## config.mk

```make
export PLATFORM = sky130hd
export DESIGN_NAME = sat_delivery_descriptor_decode
export DESIGN_NICKNAME = d
export VERILOG_FILES = /design/src/rtl/sdd_pkg.sv /design/src/rtl/sdd_weigh.sv /design/src/rtl/sdd_scale.sv /design/src/rtl/sat_delivery_descriptor_decode.sv
export SDC_FILE = /design/constraint.sdc
export NUM_CORES = 2
export LEC_CHECK = 0
export BUFFER_PORTS_ARGS = -buffer_cell sky130_fd_sc_hd__buf_2
export CORE_MARGIN = 3
export CORE_UTILIZATION = 25
export DETAILED_ROUTE_END_ITERATION = 10
export PLACE_DENSITY = 0.37
export REMOVE_ABC_BUFFERS = 1
export SLEW_MARGIN = 20
export SYNTH_ARGS = -nofsm -noshare
export SYNTH_HDL_FRONTEND = slang
export SYNTH_SLANG_ARGS = --single-unit
```

## constraint.sdc

```tcl
create_clock -name clk -period 11.95 [get_ports clk]
set_clock_uncertainty 0.15 [all_clocks]
set_input_delay 0 -clock clk [delete_from_list [all_inputs] [get_ports clk]]
set_output_delay 0 -clock clk [all_outputs]
set_load 0.01 [all_outputs]
```

## src/rtl/sdd_pkg.sv

```systemverilog
// types and constants for the satellite delivery descriptor decoder
// shared by sdd_weigh, sdd_scale and sat_delivery_descriptor_decode
package sdd_pkg;

	localparam int unsigned SUM_W = 28;
	localparam int unsigned POS_W = 15;
	localparam int unsigned QUO_W = 18;
	localparam int unsigned RECIP_W = 29;
	localparam int unsigned PROD_W = SUM_W + RECIP_W;

	localparam logic [23:0] POW10 [8] = '{
		24'd1, 24'd10, 24'd100, 24'd1000,
		24'd10000, 24'd100000, 24'd1000000, 24'd10000000
	};

	// limits seen on the sums that are already divided by ten
	localparam logic [SUM_W-1:0] FREQ_LIMIT_DIV10 = 28'd10000000;
	localparam logic [SUM_W-1:0] RATE_LIMIT_DIV10 = 28'd5000000;
	localparam logic [SUM_W-1:0] DEC_SCALE = 28'd10;
	localparam logic [SUM_W-1:0] ROUND_HALF = 28'd500;
	localparam logic [SUM_W-1:0] KHZ_STEP = 28'd1000;
	localparam logic [SUM_W-1:0] FREQ_MAX = 28'd166667000;
	localparam logic [RECIP_W-1:0] RECIP_1000 = 29'd274877907;
	localparam int unsigned RECIP_SHIFT = 38;

	localparam logic [1:0] ROLLOFF_035 = 2'd0;
	localparam logic SYS_DVBS = 1'b0;

	typedef struct packed {
		logic [31:0] freq_bcd;
		logic [15:0] position_bcd;
		logic [7:0]  flag_byte;
		logic [27:0] rate_bcd;
		logic [3:0]  fec_nibble;
	} sdd_in_t;

	typedef struct packed {
		logic [27:0] frequency_khz;
		logic [14:0] orbital_position;
		logic        delivery_system;
		logic [1:0]  modulation;
		logic [1:0]  rolloff_code;
		logic [1:0]  polarization;
		logic [27:0] rate_sps;
		logic [3:0]  fec_code;
	} sdd_out_t;

	typedef struct packed {
		logic        sys;
		logic [1:0]  modu;
		logic [1:0]  roll;
		logic [1:0]  pol;
		logic [3:0]  fec;
	} sdd_flags_t;

	typedef struct packed {
		logic [SUM_W-1:0] freq_div10;
		logic [POS_W-1:0] pos;
		logic [SUM_W-1:0] rate_div10;
		sdd_flags_t       flags;
	} sdd_sum_t;

	typedef struct packed {
		logic [QUO_W-1:0] freq_mhz;
		logic [POS_W-1:0] pos;
		logic [SUM_W-1:0] rate;
		sdd_flags_t       flags;
	} sdd_scl_t;

endpackage

```

## src/rtl/sdd_weigh.sv

```systemverilog
// weighted nibble sums and flag decode of one descriptor body
// depends on sdd_pkg
module sdd_weigh (
	input  sdd_pkg::sdd_in_t  desc,
	output sdd_pkg::sdd_sum_t sums
);
	import sdd_pkg::*;

	logic [SUM_W-1:0] freq_acc;
	logic [SUM_W-1:0] rate_acc;
	logic [POS_W-1:0] pos_acc;

	// frequency weights 10^1..10^8 and rate weights 10^2..10^8 both drop one decade
	always_comb begin
		freq_acc = '0;
		for (int i = 0; i < 8; i++) begin
			freq_acc = freq_acc + SUM_W'(desc.freq_bcd[4*i +: 4]) * SUM_W'(POW10[i]);
		end
		rate_acc = '0;
		for (int i = 0; i < 7; i++) begin
			rate_acc = rate_acc + SUM_W'(desc.rate_bcd[4*i +: 4]) * SUM_W'(POW10[i+1]);
		end
		pos_acc = '0;
		for (int i = 0; i < 4; i++) begin
			pos_acc = pos_acc + POS_W'(desc.position_bcd[4*i +: 4]) * POS_W'(POW10[i]);
		end
	end

	always_comb begin
		sums.freq_div10 = freq_acc;
		sums.rate_div10 = rate_acc;
		sums.pos = pos_acc;
		sums.flags.sys = desc.flag_byte[2];
		sums.flags.modu = desc.flag_byte[1:0];
		sums.flags.roll = (desc.flag_byte[2] == SYS_DVBS) ? ROLLOFF_035 : desc.flag_byte[4:3];
		sums.flags.pol = desc.flag_byte[6:5];
		sums.flags.fec = desc.fec_nibble;
	end

endmodule

```

## src/rtl/sdd_scale.sv

```systemverilog
// range workaround and whole-mhz quotient by reciprocal multiply
// depends on sdd_pkg
module sdd_scale (
	input  sdd_pkg::sdd_sum_t sums,
	output sdd_pkg::sdd_scl_t scl
);
	import sdd_pkg::*;

	logic [SUM_W-1:0]  freq_khz;
	logic [SUM_W-1:0]  freq_rnd;
	logic [PROD_W-1:0] prod;

	always_comb begin
		if (sums.freq_div10 >= FREQ_LIMIT_DIV10) begin
			freq_khz = sums.freq_div10;
		end else begin
			freq_khz = sums.freq_div10 * DEC_SCALE;
		end
		freq_rnd = freq_khz + ROUND_HALF;
		prod = PROD_W'(freq_rnd) * PROD_W'(RECIP_1000);
		scl.freq_mhz = prod[RECIP_SHIFT +: QUO_W];
		if (sums.rate_div10 >= RATE_LIMIT_DIV10) begin
			scl.rate = sums.rate_div10;
		end else begin
			scl.rate = sums.rate_div10 * DEC_SCALE;
		end
		scl.pos = sums.pos;
		scl.flags = sums.flags;
	end

endmodule

```

## src/rtl/sat_delivery_descriptor_decode.sv

```systemverilog
// satellite delivery descriptor decoder, top level with the pipeline registers
// depends on sdd_pkg, sdd_weigh and sdd_scale
//
//   port    valid        stall        payload
//   desc    desc_valid   desc_stall   desc  (sdd_in_t, descriptor body)
//   tune    tune_valid   tune_stall   tune  (sdd_out_t, decoded tuning)
//
// one request per cycle unless the pipeline is full under tune_stall, passing through
// four registers: input register, nibble sums, reciprocal multiply for the mhz
// rounding, result
// each stage moves when it is empty or the next one moves, so bubbles close up
// under a stall; reset empties all stages
module sat_delivery_descriptor_decode (
	input  logic              clk,
	input  logic              arst_n,
	input  logic              desc_valid,
	output logic              desc_stall,
	input  sdd_pkg::sdd_in_t  desc,
	output logic              tune_valid,
	input  logic              tune_stall,
	output sdd_pkg::sdd_out_t tune
);
	import sdd_pkg::*;

	logic v_s1, v_s2, v_s3, v_s4;
	logic adv_s1, adv_s2, adv_s3, adv_s4;

	sdd_in_t  desc_s1;
	sdd_sum_t sums;
	sdd_sum_t sums_s2;
	sdd_scl_t scl;
	sdd_scl_t scl_s3;
	sdd_out_t tune_s4;

	assign adv_s4 = !v_s4 || !tune_stall;
	assign adv_s3 = !v_s3 || adv_s4;
	assign adv_s2 = !v_s2 || adv_s3;
	assign adv_s1 = !v_s1 || adv_s2;
	assign desc_stall = !adv_s1;

	sdd_weigh u_weigh (
		.desc (desc_s1),
		.sums (sums)
	);

	sdd_scale u_scale (
		.sums (sums_s2),
		.scl  (scl)
	);

	always_ff @(posedge clk or negedge arst_n) begin
		if (!arst_n) begin
			v_s1 <= 1'b0;
			v_s2 <= 1'b0;
			v_s3 <= 1'b0;
			v_s4 <= 1'b0;
		end else begin
			if (adv_s1) v_s1 <= desc_valid;
			if (adv_s2) v_s2 <= v_s1;
			if (adv_s3) v_s3 <= v_s2;
			if (adv_s4) v_s4 <= v_s3;
		end
	end

	always_ff @(posedge clk) begin
		if (adv_s1) desc_s1 <= desc;
		if (adv_s2) sums_s2 <= sums;
		if (adv_s3) scl_s3 <= scl;
		if (adv_s4) begin
			tune_s4.frequency_khz <= SUM_W'(scl_s3.freq_mhz) * KHZ_STEP;
			tune_s4.orbital_position <= scl_s3.pos;
			tune_s4.delivery_system <= scl_s3.flags.sys;
			tune_s4.modulation <= scl_s3.flags.modu;
			tune_s4.rolloff_code <= scl_s3.flags.roll;
			tune_s4.polarization <= scl_s3.flags.pol;
			tune_s4.rate_sps <= scl_s3.rate;
			tune_s4.fec_code <= scl_s3.flags.fec;
		end
	end

	assign tune_valid = v_s4;
	assign tune = tune_s4;

	a_accept_loads: assert property (@(posedge clk) disable iff (!arst_n)
		desc_valid && !desc_stall |=> v_s1)
		else $error("accepted request did not enter the input register");

	a_full_stalls: assert property (@(posedge clk) disable iff (!arst_n)
		v_s1 && v_s2 && v_s3 && v_s4 && tune_stall |-> desc_stall)
		else $error("full pipeline under stall still takes requests");

	a_drain: assert property (@(posedge clk) disable iff (!arst_n)
		tune_valid && !tune_stall && !v_s3 |=> !tune_valid)
		else $error("result repeated after it was taken");

	a_freq_range: assert property (@(posedge clk) disable iff (!arst_n)
		tune_valid |-> tune.frequency_khz <= FREQ_MAX)
		else $error("rounded frequency out of range");

endmodule

```

==> metrics.txt <==
post-CTS clock slew at the launch and capture registers of the worst setup and hold paths=0.06 ns; TritonCTS buffer count=47; sequential fraction of the synthesis area=23.7%; starting density of the core=25.2%; cell chosen for the clock root=sky130_fd_sc_hd__clkbuf_16; final std cells w/o fill=6294; most common cell after layout, fill and taps aside=sky130_fd_sc_hd__ha_1; number of instances in the synthesized netlist=3684; H-tree depth=2; status=complete, no violations; Tightest Hold Check Type=in2reg; total half-perimeter wirelength after legalization and detailed placement=84100 um; post-synthesis to final-layout area growth=17.3%; class of the most critical setup path=reg2reg; number of synthesized flops with an enable pin=317; nets=5469; critical path's largest stage delay=0.71 ns; clock latency of the later-clocked register in the worst-skew pair=0.62 ns; cell with the largest stage delay on the worst path=sky130_fd_sc_hd__or4_1; total global routing overflow=0; element type at the critical path end=flip-flop; antenna violations before repair=1; Maximum Capacitance Violations=0; highest clock frequency the design can meet=89.7 MHz; vias after detailed routing=25935; First DRT Iteration DRCs=923; maximum number of pins on one net before global-route repair=65; routed len/inst=15.5 um; crit path buf inv count=4; count of placed standard cells including taps=6030; average footprint of a synthesized cell=11.0 um^2; peak fanout along the critical path=9; Cell Area, Synth=0.0406 mm^2; IO Count=176; clock sinks=321; drc violations=0; count of warnings emitted by yosys=0; height of the die=409 um; final wirelength=97800 um; number of buffers inserted by port buffering=170; unrepaired setup endpoints after global routing=false; chip width=409 um; Fin Setup TNS=0 ns; final-report setup violation count=0; worst endpoint data arrival time=11.35 ns; Critical Path Most Common Cell=sky130_fd_sc_hd__fa_1; fin. max-slew vios=0; via density per instance=4.12; vias in the first global route=28010; CTS tree=built; final critical delay including setup and external delays=11.15 ns; Std-Cell Rows=147; CP top delay family=adder cells; routability congestion estimate from global placement=0.813; highest-count cells in the layout ignoring fill and taps=sky130_fd_sc_hd__ha_1, sky130_fd_sc_hd__inv_1, sky130_fd_sc_hd__fa_1; Die Footprint=0.167 mm^2; Final Core Density=29.6%; synthesized flop and latch total=321; global-route wire length before repair=157000 um; actual transition at the worst max-transition pin=1.02 ns; WP data required=12.15 ns; remaining antenna violation count after routing=0; launching element type of the critical path=flip-flop; post-route clock period utilization=93.3%; Tot GR Track Use=11.9%; area inside the core boundary=0.161 mm^2; share of post-route cells with drive strength above 1=8.13%; library cells used by synthesis=92; fill count=16912; share of async-settable or async-resettable flops after synthesis=1.25%; top flip-flop cell by instance count after synthesis=sky130_fd_sc_hd__edfxtp_1; first-pass iteration count of the detailed router=4; Clock Path Buffers=3; remaining max-slew budget at the tightest pin=31.2%; number of hold violations in the final report=0
sequential cells by signal (all words and copies together), names as in the netlist:
signal / flops
desc_s1: 87
scl_s3: 71
sums_s2: 81
tune: 78
tune_valid: 1
v_s1: 1
v_s2: 1
v_s3: 1
routing by layer:
| metal | wire, um | vias to the layer above | global-route usage, % |
|---|---|---|---|
| li1 | - | 13201 | - |
| met4 | 2030 | 0 | 2.71 |
| met5 | 0 | - | 0 |
| met2 | 44800 | 227 | 19.4 |
| met1 | 49100 | 12430 | 16.9 |
| met3 | 1990 | 77 | 1.27 |
through the flow:
step | hold slack, ns | area (um^2) | setup slack (ns)
after global placement | -0.338 | 44400 | 0.642
after CTS | 0.0575 | 47700 | 0.550
after floorplan | -0.446 | 40500 | 1.76
final | 0.0862 | 47700 | 0.799
after detailed placement | -0.336 | 44400 | 0.620
after global routing | 0.0598 | 47700 | 0.00176
cell usage after synthesis (all sizes together) (32+ instances only):
library cell / instances / area [um^2]
ha: 823 / 10300
inv: 756 / 2840
fa: 457 / 9150
edfxtp: 317 / 9520
xnor2: 183 / 1640
a21oi: 165 / 826
nand2: 126 / 473
o21ai: 112 / 579
nor2: 107 / 402
xor2: 94 / 865
a21o: 76 / 571
o21bai: 39 / 293
nand3: 36 / 185
nor3: 32 / 181
timing repair:
action	4_1_cts	5_1_grt
hold buffers	178	0
resized for setup	0	2
setup endpoints to repair	0	5
setup buffers	0	0
hold endpoints to repair	122	0
cell type report:
class	count	area (um^2)	share of cell area (%)
Clock buffer	56	1230	2.58
Timing Repair Buffer	382	2890	6.06
Sequential cell	321	9620	20.2
Antenna cell	1	2.50	0.00525
Clock inverter	29	253	0.530
Multi-Input combinational cell	2589	28100	59.0
Inverter	756	2840	5.96
Tap cell	2160	2700	5.67
worst register-to-register path, delay by kind of cell, from the launching register on:
kind | cells | cell delay [ns]
XOR/XNOR | 4 | 1.14
AO/OA/AOI/OAI | 15 | 3.02
multiplexers | 1 | 0.19
AND/OR/NAND/NOR | 3 | 1.02
adder cells (fa/ha/maj) | 11 | 4.58
flip-flops | 1 | 0.47
buffers and inverters | 4 | 0.29
path summary, 6_finish.rpt:
kind,start,endpoint,slack (ns),depth (start not counted)
worst max-delay path,sums_s2[55],scl_s3[71],0.80,38
worst min-delay path,desc[3],desc_s1[3],0.09,2
worst max register to register,sums_s2[55],scl_s3[71],0.80,38
worst min register to register,sums_s2[7],scl_s3[7],0.26,0
max in group asynchronous,arst_n,v_s2,11.30,3
min in group asynchronous,arst_n,v_s1,0.17,3
kinds of logic (layout without fill, tap and decap cells):
group,Yosys count,after routing,share of synthesized area (%)
buf+inv,777,1223,7.26
fa+ha+maj,1280,1280,47.8
compound gates,556,556,8.92
simple gates,449,449,5.53
flops,321,321,23.7
mux,22,22,0.560
other cells,1,5,0.00923
xor+xnor,278,278,6.21
Power is left out: the tool's default activity adds up to more than one toggle a clock period on the data nets, which glitch-free logic cannot reach.
